### src/sv/rar_pkg.sv
// shared types and constants for the rational arithmetic block
// no dependencies; compiled first
package rar_pkg;

   localparam int RES_NUM_W   = 33;
   localparam int RES_DEN_W   = 32;
   localparam int OP_W        = 2;
   localparam int QUEUE_DEPTH = 2;

   typedef enum logic [OP_W-1:0] {
      OP_ADD = 2'd0,
      OP_SUB = 2'd1,
      OP_MUL = 2'd2,
      OP_DIV = 2'd3
   } rar_op_type;

   // classification of a transaction made by the front end
   typedef struct packed {
      logic add_path;
      logic zero_den;
   } rar_kind_type;

   localparam int KIND_W = $bits(rar_kind_type);

endpackage

### src/sv/rar_if.sv
// request and response channel interfaces for the rational arithmetic block
// depends on rar_pkg for the operation and result widths
interface rar_req_if #(parameter int OPERAND_WIDTH = 16) ();
   logic                            valid;
   logic                            ready;
   logic signed [OPERAND_WIDTH-1:0] a_num;
   logic signed [OPERAND_WIDTH-1:0] a_den;
   logic [rar_pkg::OP_W-1:0]        operation;
   logic signed [OPERAND_WIDTH-1:0] b_num;
   logic signed [OPERAND_WIDTH-1:0] b_den;

   modport source (output valid, a_num, a_den, operation, b_num, b_den, input ready);
   modport sink   (input valid, a_num, a_den, operation, b_num, b_den, output ready);
endinterface

interface rar_rsp_if ();
   logic                               valid;
   logic                               ready;
   logic signed [rar_pkg::RES_NUM_W-1:0] res_num;
   logic [rar_pkg::RES_DEN_W-1:0]      res_den;
   logic                               zero_den_error;

   modport source (output valid, res_num, res_den, zero_den_error, input ready);
   modport sink   (input valid, res_num, res_den, zero_den_error, output ready);
endinterface

### src/sv/rar_front.sv
// front end: applies the operation to the second fraction and classifies the transaction
// depends on rar_pkg and rar_req_if
module rar_front #(
   parameter int  OPERAND_WIDTH = 16,
   localparam int W             = OPERAND_WIDTH,
   localparam int DW            = rar_pkg::KIND_W + 4 * W + 2
) (
   rar_req_if.sink   req,
   output logic      push_valid,
   input  logic      push_ready,
   output logic [DW-1:0] push_data
);

   logic signed [W:0]     n2_x;
   logic signed [W:0]     d2_x;
   logic signed [W:0]     n2_c;
   logic signed [W:0]     d2_c;
   rar_pkg::rar_op_type   op;
   rar_pkg::rar_kind_type kind;

   assign op   = rar_pkg::rar_op_type'(req.operation);
   assign n2_x = $signed({req.b_num[W-1], req.b_num});
   assign d2_x = $signed({req.b_den[W-1], req.b_den});

   always_comb begin
      n2_c = n2_x;
      d2_c = d2_x;
      case (op)
         rar_pkg::OP_SUB: begin
            n2_c = -n2_x;
         end
         rar_pkg::OP_DIV: begin
            // multiply by the inverse
            n2_c = d2_x;
            d2_c = n2_x;
         end
         default: begin
            n2_c = n2_x;
         end
      endcase
      kind.add_path = (op inside {rar_pkg::OP_ADD, rar_pkg::OP_SUB});
      // result denominator is zero exactly when a_den or the second denominator after the divide swap is
      kind.zero_den = (req.a_den == '0) || (d2_c == '0);
   end

   assign push_valid = req.valid;
   assign req.ready  = push_ready;
   assign push_data  = {kind, req.a_num, req.a_den, n2_c, d2_c};

endmodule

### src/sv/rar_queue.sv
// short fifo between the front end and the back end
// depends on rar_pkg for the depth
module rar_queue #(
   parameter int DATA_W = 8
) (
   input  logic              clock,
   input  logic              reset,
   input  logic              in_valid,
   output logic              in_ready,
   input  logic [DATA_W-1:0] in_data,
   output logic              out_valid,
   input  logic              out_ready,
   output logic [DATA_W-1:0] out_data
);

   localparam int DEPTH = rar_pkg::QUEUE_DEPTH;
   localparam int PW    = (DEPTH > 1) ? $clog2(DEPTH) : 1;
   localparam int CW    = $clog2(DEPTH + 1);

   logic [DATA_W-1:0] mem_ff [DEPTH];
   logic [PW-1:0]     wr_ptr_ff;
   logic [PW-1:0]     wr_ptr_in;
   logic [PW-1:0]     rd_ptr_ff;
   logic [PW-1:0]     rd_ptr_in;
   logic [CW-1:0]     count_ff;
   logic [CW-1:0]     count_in;
   logic              push;
   logic              pop;

   assign in_ready  = (count_ff != CW'(DEPTH));
   assign out_valid = (count_ff != '0);
   assign out_data  = mem_ff[rd_ptr_ff];
   assign push      = in_valid && in_ready;
   assign pop       = out_valid && out_ready;

   always_comb begin
      wr_ptr_in = wr_ptr_ff;
      rd_ptr_in = rd_ptr_ff;
      count_in  = count_ff;
      if (push) begin
         wr_ptr_in = (wr_ptr_ff == PW'(DEPTH - 1)) ? '0 : wr_ptr_ff + 1'b1;
      end
      if (pop) begin
         rd_ptr_in = (rd_ptr_ff == PW'(DEPTH - 1)) ? '0 : rd_ptr_ff + 1'b1;
      end
      if (push && !pop) begin
         count_in = count_ff + 1'b1;
      end else if (pop && !push) begin
         count_in = count_ff - 1'b1;
      end
   end

   always_ff @(posedge clock) begin
      if (reset) begin
         wr_ptr_ff <= '0;
         rd_ptr_ff <= '0;
         count_ff  <= '0;
      end else begin
         wr_ptr_ff <= wr_ptr_in;
         rd_ptr_ff <= rd_ptr_in;
         count_ff  <= count_in;
      end
   end

   always_ff @(posedge clock) begin
      if (push) begin
         mem_ff[wr_ptr_ff] <= in_data;
      end
   end

endmodule

### src/sv/rar_gcd.sv
// binary gcd unit, one step per cycle, for two nonzero magnitudes
// no dependencies
module rar_gcd #(
   parameter int MAG_W = 32
) (
   input  logic             clock,
   input  logic             reset,
   input  logic             start,
   input  logic [MAG_W-1:0] x_val,
   input  logic [MAG_W-1:0] y_val,
   output logic             done,
   output logic [MAG_W-1:0] g_out
);

   localparam int KW = $clog2(MAG_W);

   logic             busy_ff;
   logic             busy_in;
   logic             done_ff;
   logic             done_in;
   logic [MAG_W-1:0] x_ff;
   logic [MAG_W-1:0] x_in;
   logic [MAG_W-1:0] y_ff;
   logic [MAG_W-1:0] y_in;
   logic [KW-1:0]    k_ff;
   logic [KW-1:0]    k_in;
   logic [MAG_W-1:0] g_ff;
   logic [MAG_W-1:0] g_in;

   always_comb begin
      busy_in = busy_ff;
      done_in = 1'b0;
      x_in    = x_ff;
      y_in    = y_ff;
      k_in    = k_ff;
      g_in    = g_ff;
      if (start) begin
         busy_in = 1'b1;
         x_in    = x_val;
         y_in    = y_val;
         k_in    = '0;
      end else if (busy_ff) begin
         if (x_ff == y_ff) begin
            busy_in = 1'b0;
            done_in = 1'b1;
            g_in    = x_ff << k_ff;
         end else if (!x_ff[0] && !y_ff[0]) begin
            // common factor of two
            x_in = x_ff >> 1;
            y_in = y_ff >> 1;
            k_in = k_ff + 1'b1;
         end else if (!x_ff[0]) begin
            x_in = x_ff >> 1;
         end else if (!y_ff[0]) begin
            y_in = y_ff >> 1;
         end else if (x_ff > y_ff) begin
            x_in = (x_ff - y_ff) >> 1;
         end else begin
            y_in = (y_ff - x_ff) >> 1;
         end
      end
   end

   always_ff @(posedge clock) begin
      if (reset) begin
         busy_ff <= 1'b0;
         done_ff <= 1'b0;
      end else begin
         busy_ff <= busy_in;
         done_ff <= done_in;
      end
   end

   always_ff @(posedge clock) begin
      x_ff <= x_in;
      y_ff <= y_in;
      k_ff <= k_in;
      g_ff <= g_in;
   end

   assign done  = done_ff;
   assign g_out = g_ff;

endmodule

### src/sv/rar_div.sv
// bit-serial restoring divider, two dividends over one shared divisor
// no dependencies
module rar_div #(
   parameter int MAG_W = 32
) (
   input  logic             clock,
   input  logic             reset,
   input  logic             start,
   input  logic [MAG_W-1:0] a_val,
   input  logic [MAG_W-1:0] b_val,
   input  logic [MAG_W-1:0] dv_val,
   output logic             done,
   output logic [MAG_W-1:0] qa_out,
   output logic [MAG_W-1:0] qb_out
);

   localparam int CW = $clog2(MAG_W + 1);

   logic             busy_ff;
   logic             busy_in;
   logic             done_ff;
   logic             done_in;
   logic [CW-1:0]    cnt_ff;
   logic [CW-1:0]    cnt_in;
   logic [MAG_W-1:0] ra_ff;
   logic [MAG_W-1:0] ra_in;
   logic [MAG_W-1:0] rb_ff;
   logic [MAG_W-1:0] rb_in;
   logic [MAG_W-1:0] qa_ff;
   logic [MAG_W-1:0] qa_in;
   logic [MAG_W-1:0] qb_ff;
   logic [MAG_W-1:0] qb_in;
   logic [MAG_W-1:0] dv_ff;
   logic [MAG_W-1:0] dv_in;

   // one quotient bit: returns {remainder, shifted quotient}
   function automatic logic [2*MAG_W-1:0] div_step(
      input logic [MAG_W-1:0] r,
      input logic [MAG_W-1:0] q,
      input logic [MAG_W-1:0] dv
   );
      logic [MAG_W:0] sh;
      logic [MAG_W:0] diff;
      logic           ge;
      sh   = {r, q[MAG_W-1]};
      diff = sh - {1'b0, dv};
      ge   = (sh >= {1'b0, dv});
      return ge ? {diff[MAG_W-1:0], q[MAG_W-2:0], 1'b1}
                : {sh[MAG_W-1:0], q[MAG_W-2:0], 1'b0};
   endfunction

   always_comb begin
      busy_in = busy_ff;
      done_in = 1'b0;
      cnt_in  = cnt_ff;
      ra_in   = ra_ff;
      rb_in   = rb_ff;
      qa_in   = qa_ff;
      qb_in   = qb_ff;
      dv_in   = dv_ff;
      if (start) begin
         busy_in = 1'b1;
         cnt_in  = CW'(MAG_W);
         ra_in   = '0;
         rb_in   = '0;
         qa_in   = a_val;
         qb_in   = b_val;
         dv_in   = dv_val;
      end else if (busy_ff) begin
         {ra_in, qa_in} = div_step(ra_ff, qa_ff, dv_ff);
         {rb_in, qb_in} = div_step(rb_ff, qb_ff, dv_ff);
         cnt_in = cnt_ff - 1'b1;
         if (cnt_ff == CW'(1)) begin
            busy_in = 1'b0;
            done_in = 1'b1;
         end
      end
   end

   always_ff @(posedge clock) begin
      if (reset) begin
         busy_ff <= 1'b0;
         done_ff <= 1'b0;
      end else begin
         busy_ff <= busy_in;
         done_ff <= done_in;
      end
   end

   always_ff @(posedge clock) begin
      cnt_ff <= cnt_in;
      ra_ff  <= ra_in;
      rb_ff  <= rb_in;
      qa_ff  <= qa_in;
      qb_ff  <= qb_in;
      dv_ff  <= dv_in;
   end

   assign done   = done_ff;
   assign qa_out = qa_ff;
   assign qb_out = qb_ff;

endmodule

### src/sv/rar_back.sv
// back end: sequencer that forms the raw fraction and reduces it to lowest terms
// depends on rar_pkg, rar_gcd and rar_div
module rar_back #(
   parameter int  OPERAND_WIDTH = 16,
   localparam int W             = OPERAND_WIDTH,
   localparam int DW            = rar_pkg::KIND_W + 4 * W + 2,
   localparam int NUM_W         = rar_pkg::RES_NUM_W,
   localparam int DEN_W         = rar_pkg::RES_DEN_W
) (
   input  logic                    clock,
   input  logic                    reset,
   input  logic                    q_valid,
   output logic                    q_ready,
   input  logic [DW-1:0]           q_data,
   output logic                    rsp_valid,
   input  logic                    rsp_ready,
   output logic signed [NUM_W-1:0] res_num,
   output logic [DEN_W-1:0]        res_den,
   output logic                    res_err
);

   localparam int MW  = 2 * W;
   localparam int SW  = 2 * W + 1;
   localparam int PRW = 2 * W + 2;

   typedef enum logic [7:0] {
      S_IDLE  = 8'b0000_0001,
      S_GCD1  = 8'b0000_0010,
      S_DIV1  = 8'b0000_0100,
      S_MULT  = 8'b0000_1000,
      S_CHECK = 8'b0001_0000,
      S_GCD2  = 8'b0010_0000,
      S_DIV2  = 8'b0100_0000,
      S_DONE  = 8'b1000_0000
   } rar_state_type;

   rar_pkg::rar_kind_type q_kind;
   logic signed [W-1:0]   q_n1;
   logic signed [W-1:0]   q_d1;
   logic signed [W:0]     q_n2;
   logic signed [W:0]     q_d2;

   rar_state_type         state_ff;
   rar_state_type         state_in;
   logic                  add_ff;
   logic                  add_in;
   logic signed [W-1:0]   n1_ff;
   logic signed [W-1:0]   n1_in;
   logic signed [W-1:0]   d1_ff;
   logic signed [W-1:0]   d1_in;
   logic signed [W:0]     n2_ff;
   logic signed [W:0]     n2_in;
   logic signed [W:0]     d2_ff;
   logic signed [W:0]     d2_in;
   logic signed [W:0]     e1_ff;
   logic signed [W:0]     e1_in;
   logic signed [W:0]     e2_ff;
   logic signed [W:0]     e2_in;
   logic [1:0]            mstep_ff;
   logic [1:0]            mstep_in;
   logic signed [PRW-1:0] prod_ff;
   logic signed [PRW-1:0] prod_in;
   logic signed [SW-1:0]  acc_ff;
   logic signed [SW-1:0]  acc_in;
   logic signed [SW-1:0]  rd_ff;
   logic signed [SW-1:0]  rd_in;
   logic signed [SW-1:0]  fin_num_ff;
   logic signed [SW-1:0]  fin_num_in;
   logic [MW-1:0]         fin_den_ff;
   logic [MW-1:0]         fin_den_in;
   logic                  fin_err_ff;
   logic                  fin_err_in;
   logic                  out_valid_ff;
   logic                  out_valid_in;
   logic signed [NUM_W-1:0] out_num_ff;
   logic signed [NUM_W-1:0] out_num_in;
   logic [DEN_W-1:0]      out_den_ff;
   logic [DEN_W-1:0]      out_den_in;
   logic                  out_err_ff;
   logic                  out_err_in;

   logic signed [W:0]     mul_a;
   logic signed [W:0]     mul_b;
   logic signed [PRW-1:0] mul_p;
   logic signed [W:0]     qa_short;
   logic signed [W:0]     qb_short;
   logic signed [SW-1:0]  qa_full;

   logic                  gcd_start;
   logic [MW-1:0]         gcd_x;
   logic [MW-1:0]         gcd_y;
   logic                  gcd_done;
   logic [MW-1:0]         gcd_g;
   logic                  div_start;
   logic [MW-1:0]         div_a;
   logic [MW-1:0]         div_b;
   logic                  div_done;
   logic [MW-1:0]         div_qa;
   logic [MW-1:0]         div_qb;

   function automatic logic [MW-1:0] mag_of(input logic signed [SW-1:0] v);
      logic [SW-1:0] u;
      u = v[SW-1] ? SW'(-v) : SW'(v);
      return MW'(u);
   endfunction

   assign {q_kind, q_n1, q_d1, q_n2, q_d2} = q_data;
   assign q_ready = (state_ff == S_IDLE);

   // gcd of the denominators first on the add path, of the raw result later
   assign gcd_start = ((state_ff == S_IDLE) && q_valid && !q_kind.zero_den && q_kind.add_path)
                   || ((state_ff == S_CHECK) && (acc_ff != '0));
   assign gcd_x = (state_ff == S_IDLE) ? mag_of(SW'(q_d1)) : mag_of(acc_ff);
   assign gcd_y = (state_ff == S_IDLE) ? mag_of(SW'(q_d2)) : mag_of(rd_ff);

   assign div_start = ((state_ff == S_GCD1) || (state_ff == S_GCD2)) && gcd_done;
   assign div_a = (state_ff == S_GCD1) ? mag_of(SW'(d2_ff)) : mag_of(acc_ff);
   assign div_b = (state_ff == S_GCD1) ? mag_of(SW'(d1_ff)) : mag_of(rd_ff);

   rar_gcd #(.MAG_W(MW)) u_gcd (
      .clock (clock),
      .reset (reset),
      .start (gcd_start),
      .x_val (gcd_x),
      .y_val (gcd_y),
      .done  (gcd_done),
      .g_out (gcd_g)
   );

   rar_div #(.MAG_W(MW)) u_div (
      .clock  (clock),
      .reset  (reset),
      .start  (div_start),
      .a_val  (div_a),
      .b_val  (div_b),
      .dv_val (gcd_g),
      .done   (div_done),
      .qa_out (div_qa),
      .qb_out (div_qb)
   );

   // quotients of the denominators by their gcd fit the operand width
   assign qa_short = $signed({1'b0, div_qa[W-1:0]});
   assign qb_short = $signed({1'b0, div_qb[W-1:0]});
   assign qa_full  = $signed({1'b0, div_qa});

   // multiplier operands per step: numerator terms, then denominator
   always_comb begin
      case (mstep_ff)
         2'd0: begin
            mul_a = $signed({n1_ff[W-1], n1_ff});
            mul_b = add_ff ? e2_ff : n2_ff;
         end
         2'd1: begin
            mul_a = add_ff ? n2_ff : '0;
            mul_b = add_ff ? e1_ff : '0;
         end
         2'd2: begin
            mul_a = $signed({d1_ff[W-1], d1_ff});
            mul_b = add_ff ? e2_ff : d2_ff;
         end
         default: begin
            mul_a = '0;
            mul_b = '0;
         end
      endcase
   end

   assign mul_p = PRW'(mul_a) * PRW'(mul_b);

   always_comb begin
      state_in     = state_ff;
      add_in       = add_ff;
      n1_in        = n1_ff;
      d1_in        = d1_ff;
      n2_in        = n2_ff;
      d2_in        = d2_ff;
      e1_in        = e1_ff;
      e2_in        = e2_ff;
      mstep_in     = mstep_ff;
      prod_in      = prod_ff;
      acc_in       = acc_ff;
      rd_in        = rd_ff;
      fin_num_in   = fin_num_ff;
      fin_den_in   = fin_den_ff;
      fin_err_in   = fin_err_ff;
      out_valid_in = out_valid_ff;
      out_num_in   = out_num_ff;
      out_den_in   = out_den_ff;
      out_err_in   = out_err_ff;

      if (out_valid_ff && rsp_ready) begin
         out_valid_in = 1'b0;
      end

      case (state_ff)
         S_IDLE: begin
            if (q_valid) begin
               add_in   = q_kind.add_path;
               n1_in    = q_n1;
               d1_in    = q_d1;
               n2_in    = q_n2;
               d2_in    = q_d2;
               mstep_in = '0;
               if (q_kind.zero_den) begin
                  fin_err_in = 1'b1;
                  fin_num_in = '0;
                  fin_den_in = '0;
                  state_in   = S_DONE;
               end else if (q_kind.add_path) begin
                  state_in = S_GCD1;
               end else begin
                  state_in = S_MULT;
               end
            end
         end
         S_GCD1: begin
            if (gcd_done) begin
               state_in = S_DIV1;
            end
         end
         S_DIV1: begin
            if (div_done) begin
               // signed d2/g and d1/g
               e2_in    = d2_ff[W] ? -qa_short : qa_short;
               e1_in    = d1_ff[W-1] ? -qb_short : qb_short;
               mstep_in = '0;
               state_in = S_MULT;
            end
         end
         S_MULT: begin
            mstep_in = mstep_ff + 1'b1;
            prod_in  = mul_p;
            case (mstep_ff)
               2'd1: begin
                  acc_in = SW'(prod_ff);
               end
               2'd2: begin
                  acc_in = acc_ff + SW'(prod_ff);
               end
               2'd3: begin
                  rd_in    = SW'(prod_ff);
                  state_in = S_CHECK;
               end
               default: begin
                  acc_in = acc_ff;
               end
            endcase
         end
         S_CHECK: begin
            if (acc_ff == '0) begin
               fin_num_in = '0;
               fin_den_in = MW'(1);
               fin_err_in = 1'b0;
               state_in   = S_DONE;
            end else begin
               state_in = S_GCD2;
            end
         end
         S_GCD2: begin
            if (gcd_done) begin
               state_in = S_DIV2;
            end
         end
         S_DIV2: begin
            if (div_done) begin
               // sign moves onto the numerator
               fin_num_in = (acc_ff[SW-1] ^ rd_ff[SW-1]) ? -qa_full : qa_full;
               fin_den_in = div_qb;
               fin_err_in = 1'b0;
               state_in   = S_DONE;
            end
         end
         S_DONE: begin
            if (!out_valid_ff || rsp_ready) begin
               out_valid_in = 1'b1;
               out_num_in   = NUM_W'(fin_num_ff);
               out_den_in   = DEN_W'(fin_den_ff);
               out_err_in   = fin_err_ff;
               state_in     = S_IDLE;
            end
         end
         default: begin
            state_in = S_IDLE;
         end
      endcase
   end

   always_ff @(posedge clock) begin
      if (reset) begin
         state_ff     <= S_IDLE;
         out_valid_ff <= 1'b0;
      end else begin
         state_ff     <= state_in;
         out_valid_ff <= out_valid_in;
      end
   end

   always_ff @(posedge clock) begin
      add_ff     <= add_in;
      n1_ff      <= n1_in;
      d1_ff      <= d1_in;
      n2_ff      <= n2_in;
      d2_ff      <= d2_in;
      e1_ff      <= e1_in;
      e2_ff      <= e2_in;
      mstep_ff   <= mstep_in;
      prod_ff    <= prod_in;
      acc_ff     <= acc_in;
      rd_ff      <= rd_in;
      fin_num_ff <= fin_num_in;
      fin_den_ff <= fin_den_in;
      fin_err_ff <= fin_err_in;
      out_num_ff <= out_num_in;
      out_den_ff <= out_den_in;
      out_err_ff <= out_err_in;
   end

   assign rsp_valid = out_valid_ff;
   assign res_num   = out_num_ff;
   assign res_den   = out_den_ff;
   assign res_err   = out_err_ff;

endmodule

### src/sv/rational_arith_reduce.sv
// top level of the rational arithmetic block: front end, queue and back end
// depends on rar_pkg, rar_if, rar_front, rar_queue and rar_back
//
// adds, subtracts, multiplies or divides two signed fractions a_num/a_den and
// b_num/b_den and returns the result in lowest terms, sign on the numerator and
// a positive denominator; 0/1 for a zero numerator, and 0/0 with zero_den_error
// set when the result denominator is zero. transactions use valid/ready on both
// channels. the front end classifies each request and parks it in a two-entry
// queue, so requests keep being taken while the back end works as long as the
// queue has room; the back end handles one transaction at a time. its time per
// transaction is set by the binary gcd unit (one step per cycle) and by the
// bit-serial divider, each used twice for add or subtract and once for multiply
// or divide, once less for a zero result; a zero denominator uses neither. the
// response sits in an output register until taken
module rational_arith_reduce #(
   parameter int OPERAND_WIDTH = 16
) (
   input  logic      clock,
   input  logic      reset,
   rar_req_if.sink   req_chan,
   rar_rsp_if.source rsp_chan
);

   localparam int DW = rar_pkg::KIND_W + 4 * OPERAND_WIDTH + 2;

   // front end to queue
   logic          push_valid;
   logic          push_ready;
   logic [DW-1:0] push_data;
   // queue to back end
   logic          pop_valid;
   logic          pop_ready;
   logic [DW-1:0] pop_data;

   // operation applied to the second fraction, zero denominator flagged early
   rar_front #(.OPERAND_WIDTH(OPERAND_WIDTH)) u_front (
      .req        (req_chan),
      .push_valid (push_valid),
      .push_ready (push_ready),
      .push_data  (push_data)
   );

   // decouples request acceptance from the long back end sequence
   rar_queue #(.DATA_W(DW)) u_queue (
      .clock     (clock),
      .reset     (reset),
      .in_valid  (push_valid),
      .in_ready  (push_ready),
      .in_data   (push_data),
      .out_valid (pop_valid),
      .out_ready (pop_ready),
      .out_data  (pop_data)
   );

   // gcd, exact divides and products, then the registered response
   rar_back #(.OPERAND_WIDTH(OPERAND_WIDTH)) u_back (
      .clock     (clock),
      .reset     (reset),
      .q_valid   (pop_valid),
      .q_ready   (pop_ready),
      .q_data    (pop_data),
      .rsp_valid (rsp_chan.valid),
      .rsp_ready (rsp_chan.ready),
      .res_num   (rsp_chan.res_num),
      .res_den   (rsp_chan.res_den),
      .res_err   (rsp_chan.zero_den_error)
   );

endmodule

### src/flat_wrapper.sv
// flat-port wrapper written by rule: the top's interface ports become plain ports
module rational_arith_reduce_flat 
#(
   parameter int OPERAND_WIDTH = 16
)
  (clock, reset, req_chan_valid, req_chan_a_num, req_chan_a_den, req_chan_operation, req_chan_b_num, req_chan_b_den, req_chan_ready, rsp_chan_valid, rsp_chan_res_num, rsp_chan_res_den, rsp_chan_zero_den_error, rsp_chan_ready);
  rar_req_if #(.OPERAND_WIDTH(OPERAND_WIDTH)) req_chan_i ();
  rar_rsp_if rsp_chan_i ();
  input  logic clock;
  input  logic reset;
  input wire logic [$bits(req_chan_i.valid)-1:0] req_chan_valid;
  input wire logic [$bits(req_chan_i.a_num)-1:0] req_chan_a_num;
  input wire logic [$bits(req_chan_i.a_den)-1:0] req_chan_a_den;
  input wire logic [$bits(req_chan_i.operation)-1:0] req_chan_operation;
  input wire logic [$bits(req_chan_i.b_num)-1:0] req_chan_b_num;
  input wire logic [$bits(req_chan_i.b_den)-1:0] req_chan_b_den;
  output wire logic [$bits(req_chan_i.ready)-1:0] req_chan_ready;
  output wire logic [$bits(rsp_chan_i.valid)-1:0] rsp_chan_valid;
  output wire logic [$bits(rsp_chan_i.res_num)-1:0] rsp_chan_res_num;
  output wire logic [$bits(rsp_chan_i.res_den)-1:0] rsp_chan_res_den;
  output wire logic [$bits(rsp_chan_i.zero_den_error)-1:0] rsp_chan_zero_den_error;
  input wire logic [$bits(rsp_chan_i.ready)-1:0] rsp_chan_ready;
  assign req_chan_i.valid = req_chan_valid;
  assign req_chan_i.a_num = req_chan_a_num;
  assign req_chan_i.a_den = req_chan_a_den;
  assign req_chan_i.operation = req_chan_operation;
  assign req_chan_i.b_num = req_chan_b_num;
  assign req_chan_i.b_den = req_chan_b_den;
  assign req_chan_ready = req_chan_i.ready;
  assign rsp_chan_valid = rsp_chan_i.valid;
  assign rsp_chan_res_num = rsp_chan_i.res_num;
  assign rsp_chan_res_den = rsp_chan_i.res_den;
  assign rsp_chan_zero_den_error = rsp_chan_i.zero_den_error;
  assign rsp_chan_i.ready = rsp_chan_ready;
  rational_arith_reduce #(.OPERAND_WIDTH(OPERAND_WIDTH)) u_core (.clock(clock), .reset(reset), .req_chan(req_chan_i), .rsp_chan(rsp_chan_i));
endmodule
### config.mk
export PLATFORM = sky130hd
export DESIGN_NAME = rational_arith_reduce_flat
export DESIGN_NICKNAME = d
export VERILOG_FILES = /design/src/sv/rar_pkg.sv /design/src/sv/rar_if.sv /design/src/sv/rar_front.sv /design/src/sv/rar_queue.sv /design/src/sv/rar_gcd.sv /design/src/sv/rar_div.sv /design/src/sv/rar_back.sv /design/src/sv/rational_arith_reduce.sv /design/src/flat_wrapper.sv
export SDC_FILE = /design/constraint.sdc
export NUM_CORES = 2
export LEC_CHECK = 0
export BUFFER_PORTS_ARGS = -buffer_cell sky130_fd_sc_hd__buf_2
export CAP_MARGIN = 20
export CORE_MARGIN = 2
export CORE_UTILIZATION = 30
export DETAILED_ROUTE_END_ITERATION = 10
export SYNTH_ARGS = -nofsm -noshare
export SYNTH_HDL_FRONTEND = slang
export SYNTH_SLANG_ARGS = --single-unit
### constraint.sdc
create_clock -name clock -period 14.7 [get_ports clock]
set_input_delay 2.94 -clock clock [delete_from_list [all_inputs] [get_ports clock]]
set_output_delay 2.94 -clock clock [all_outputs]
set_load 0.01 [all_outputs]
* After elaboration in Yosys (flattened, before gate mapping)
Memories as Yosys holds them, arrays and structs flattened. A register that Yosys moved wholly into a read port is not among the register bits. Index checks and enable logic that the tools add are counted.
Storage, ports and cells: bits in registers 618, memory bits (writable) 136, bits of input ports 70, output and inout bits 68, logic and storage cells 243, memories 1
Operators by class: $add $sub $neg 22, multipliers 1, magnitude comparators 3, equality and inequality tests 29, shift-type cells 1, muxes and demuxes 90, bitwise operators 5, reductions and logical operators 51
Memories:
- u_core.u_queue.mem_ff | words 2, bits a word 68, rd ports 1, clocked after memory_dff 1, wr ports 1, line rar_queue.sv:20 | logic [DATA_W-1:0] mem_ff [DEPTH];
Operator list (count):
- $mux 32 | 32
- $mux 33 | 5
- $mux 64 | 2
- $sub 32x32->32 | 4
- $pmux 17 s3 | 2
- $pmux 33 s3 | 1
- $pmux 32 s3 | 1
- $mux 17 | 5
- $mux 8 | 9
- $ge 33x32->1 | 2
- $pmux 33 s2 | 1
- $neg 16->32 | 2
- $neg 17->32 | 2
- $neg 32->32 | 2
- $pmux 8 s8 | 1
- $neg 16->17 | 3
- $pmux 17 s2 | 1
- $add 33x33->33 | 1
- $logic_not 33->1 | 1
- $mul 17x17->33 | 1
- $neg 32->33 | 1
- $reduce_bool 33->1 | 1
- $eq 32x32->1 | 1
- $gt 32x32->1 | 1
- 42 further kinds | 120

* Depth between registers and ports, before layout
word-level depth 8, depth in mapped cells 34, depth with buffers taken out 30

* Cells and area by module
A second synthesis with hierarchy kept.
Unflattened totals: cells, all modules 5413, area total of the unflattened synthesis 55315.6 um2
By module, submodules not included:
- rar_back | times used 1, cells each 2930, area an instance 29170.5 um2, sequential area each 10209.8 um2
- rar_div | times used 1, cells each 997, area an instance 10089.7 um2, sequential area each 4324.1 um2
- rar_gcd | times used 1, cells each 1085, area an instance 9716.8 um2, sequential area each 3022.9 um2
- rar_queue | times used 1, cells each 236, area an instance 5212.5 um2, sequential area each 4184.0 um2
- rar_front | times used 1, cells each 165, area an instance 1126.1 um2, sequential area each 0.0 um2

* Worst setup path after synthesis
No wires, ideal clock.
path type register to register, from register u_core.u_back.mstep_ff[0], to register u_core.u_back.prod_ff[32], data pin, library setup time 0.260 ns, data arrival time 7.547 ns, data required time 14.440 ns, slack 6.893 ns, cell stages (with the launch flop) 29, path buffers 4, period minus slack after synthesis 7.807 ns, cells stage by stage edfxtp_1 > inv_1 > ha_1 > clkbuf_1 > clkbuf_1 > buf_1 > a221oi_1 > nor3_1 > clkbuf_1 > nand2_1 > fa_1 > inv_1 > fa_1 > fa_1 > fa_1 > fa_1 > inv_1 > fa_1 > inv_1 > ha_1 > a211oi_1 > nand4b_1 > a311oi_1 > o31ai_1 > a21o_1 > o31ai_1 > nand2b_1 > a21oi_1 > xnor2_1
On the way: word-level cells in the longest chain between the ends 3, elaborated cells between the ends (all ways) 6
RTL lines:
- start: declaration | line rar_back.sv:59 | logic [1:0] mstep_ff;
- start signal: assignment | line rar_back.sv:307 | mstep_ff <= mstep_in;
- $eq 2x2->1 (tied with other cells) | line rar_back.sv:149 | case (mstep_ff)
- $pmux 17 s3 | line rar_back.sv:149
- $mul 17x17->33 * | line rar_back.sv:169 | assign mul_p = PRW'(mul_a) * PRW'(mul_b);
- named net u_core.u_back.mul_p[32] | line rar_back.sv:84 | logic signed [PRW-1:0] mul_p;
- end signal: assignment | line rar_back.sv:308 | prod_ff <= prod_in;
- end: declaration | line rar_back.sv:61 | logic signed [PRW-1:0] prod_ff;
The timed path passes the listed nets; every way through them passes the cells marked *. A chain may end at the register's enable or synchronous reset.

* Final worst setup path
Same ends and word-level chain as after synthesis.

==> impl_metrics.py <==
metrics = {
    "status": {
        "status": "finished with violations",
        "violations": "design-rule violations",
    },
    "finish": {
        "fill_cells": 17800,
        "drive_above_1_share_pct": 9.24,
        "final_cells": 7710,
        "nets": 5928,
        "syn_to_final_growth_pct": 11.2,
    },
    "logic_synthesis": {
        "synth_cell_type_count": 84,
        "synth_warnings": 0,
        "synth.avg_cell_area_um2": 10.1,
        "postSynth.asyncResetShare_pct": 0,
        "synthFlopType": "edfxtp_1",
        "synth-edff-count": 659,
        "ys_ff_latch": 752,
        "synth_cells": 5271,
        "syn_area_um2": 53300,
        "ys_seq_area_share_pct": 40.6,
        "syn-num-nets": 5897,
    },
    "setup_path": {
        "cp_common_cell": "fa_1",
        "cp-start-kind": "flop",
        "cp_top_family": "adder cells",
        "path_class": "reg -> reg",
        "crit_path_end_kind": "flop",
        "crit_slowest_cell": "or3_1",
        "arrival_ps": 9250,
        "crit_required_ps": 15090,
        "crit_fanout": 23,
        "slowest_delay_ps": 710,
        "crit_buf_inv": 3,
    },
    "global_route": {
        "antenna_found_initial": 1,
        "grt_max_degree": 104,
        "track_usage_pct": 17.5,
        "grt_pass1_wl_mm": 244,
        "grt-ovfl-total": 0,
        "grt_pass1_vias": 39700,
    },
    "cts": {
        "post-cts-setup-buffers": 0,
        "cts_buffer_depth": 3,
        "clk_latency_ps": 690,
        "ctsHtreeMaxLevel": 3,
        "cts_buffers": 83,
        "post_cts_resized": 0,
        "ctsHoldBuffers": 0,
        "numClockSinks": 752,
        "cts_tree": "built",
        "cts_root_buffer": "clkbuf_16",
        "path_clk_slew_ps": 60,
    },
    "floorplanning": {
        "die_y_um": 425,
        "rows": 154,
        "ios": 138,
        "dieWidth_um": 425,
        "die-area_um2": 181000,
        "start_util_pct": 30.2,
        "core_um2": 176000,
    },
    "drt": {
        "wl_per_cell_um": 20.8,
        "drt_wl_total_mm": 161,
        "num_vias": 40100,
        "drtIter0Drc": 3730,
        "avgViaCountPerCell": 5.20,
        "route.antenna.remaining_nets": 0,
        "drc": 2,
        "dr.pass1.iters": 9,
    },
    "place": {
        "dp_cells": 7554,
        "place_congestion": 0.948,
        "portBuffers": 137,
        "dpl.hpwl_mm": 124,
    },
    "hold_path": {
        "hp-class": "reg -> reg",
    },
    "timing": {
        "relSlewSlack_pct": 29.3,
        "hold_violations": 0,
        "skew_ps": 39.3,
        "setup_viol": 0,
        "tightest_slew_ps": 1060,
        "finalCritPeriodShare_pct": 60.3,
        "drv_slew": 0,
        "min_period_ps": 8860,
        "setup_tns_ps": 0,
        "rsz0062_at_grt": "false",
        "max_freq_mhz": 113,
    },
    "flow_run": {
        "max_cap_viol_count": 0,
    },
}
worst paths after layout:
check                                startpoint                             to  slack [ps]  cells after the start
setup reg to reg      u_core.u_back.mstep_ff[0]      u_core.u_back.prod_ff[32]        5840                     25
hold reg to reg   u_core.u_back.u_gcd.g_out[24]  u_core.u_back.u_div.dv_ff[24]         410                      0
hold / removal    u_core.u_back.u_gcd.g_out[24]  u_core.u_back.u_div.dv_ff[24]         410                      0
setup / recovery      u_core.u_back.mstep_ff[0]      u_core.u_back.prod_ff[32]        5840                     25
registers in the layout (all words and copies together), names as in the netlist, 33 cells and up, named ones only:
name                      cells
u_core.u_back.acc_ff         33
u_core.u_back.fin_num_ff     33
u_core.u_back.prod_ff        33
u_core.u_back.rd_ff          33
u_core.u_back.res_num        33
u_core.u_queue.mem_ff       134
worst register-to-register path, stage by stage (launching register included):
cell	delay, ps
edfxtp_1	440
inv_1	150
ha_1	680
nor2_1	420
a21oi_1	220
a21oi_1	70
or3_1	710
nor2_1	260
fa_1	470
fa_1	540
fa_1	520
fa_1	540
fa_1	580
inv_1	60
fa_1	530
inv_1	40
ha_1	360
a211oi_1	320
nand4b_1	140
a311oi_1	380
o31ai_1	270
a21o_1	260
o31ai_1	250
nand2b_1	90
a21oi_1	180
xnor2_1	90
per-stage QoR:
stage | util (%) | area [um2] | hold WS (ps) | worst slack (ps)
floorplan | - | 53300 | 400 | 6890
global placement | 32.0 | 56400 | 402 | 5940
detailed placement | 32.0 | 56400 | 405 | 5800
CTS | 33.6 | 59200 | 414 | 5720
global route | 33.6 | 59300 | 416 | 5350
finish | 33.6 | 59300 | 411 | 5840
cell usage in the layout, fill, tap and decap left out, drive strengths merged, types with 20 or more instances in the layout:
master  count
mux2       96
buf       201
nor4       39
nand2b     79
or2        21
inv       552
xor2      121
nor3       78
edfxtp    659
o21a       35
a21o       84
o31ai      53
o221ai     33
a211oi     55
mux2i      82
nor2      469
ha        261
o21bai     23
o21ai     268
nand3      58
a31oi      35
a22oi      20
a21oi     358
nand2     460
nand4      28
and2       57
or4        22
clkbuf    100
o41ai      22
dfxtp      93
clkinv     36
or3        59
fa        295
nor2b      30
a221oi     30
o22ai      52
xnor2     227
routing by layer:
| layer | part of all wire, % | routed length (um) | track usage (%) | vias to the layer above |
|---|---|---|---|---|
| li1 | - | - | - | 18500 |
| met1 | 43 | 68500 | 23.1 | 19900 |
| met2 | 47 | 75300 | 28.9 | 1372 |
| met3 | 6.5 | 10400 | 2.82 | 300 |
| met4 | 4.0 | 6370 | 6.40 | 2 |
| met5 | 0.019 | 30 | 0 | - |
cell usage after synthesis (all sizes together) (33+ instances only):
cell type	number	area [um2]
mux2	96	1080
a21oi	358	1790
o21a	35	263
nand3	58	290
and2	57	359
xnor2	227	1990
o221ai	33	289
buf	41	185
dfxtp	93	1860
nor4	39	244
o21ai	268	1340
xor2	121	1060
nor3	78	395
or3	59	374
a31oi	35	219
o31ai	53	412
ha	261	3270
nor2	469	1760
a21o	84	631
mux2i	82	821
a211oi	55	418
nand2b	79	494
edfxtp	659	19800
nand2	460	1730
fa	295	5910
o22ai	52	325
inv	545	2050
clkbuf	214	803
final cells by class:
class                      instances  area (um2)  area share (%)
tap                             2340        2930            4.94
clock buffer                     100        2170            3.66
inverter                         547        2050            3.46
antenna                            2        5.00         0.00845
timing repair buffer             201        1210            2.04
multi-input combinational       3717       28700            48.4
clock inverter                    51         572           0.965
sequential                       752       21700            36.6
cell families after synthesis:
kind of cell / after synthesis / share of synthesized area, %
and+or+nand+nor: 1453 / 12.6
AOI/OAI and AO/OA: 1163 / 13.7
buffers and inverters: 802 / 5.71
DFF: 752 / 40.6
adders and majority gates: 556 / 17.2
xor gates and xnor gates: 348 / 5.72
muxes: 197 / 4.37
Power is not shown: default switching activity piles up to over one toggle a cycle in this logic, so the estimate is an artifact.
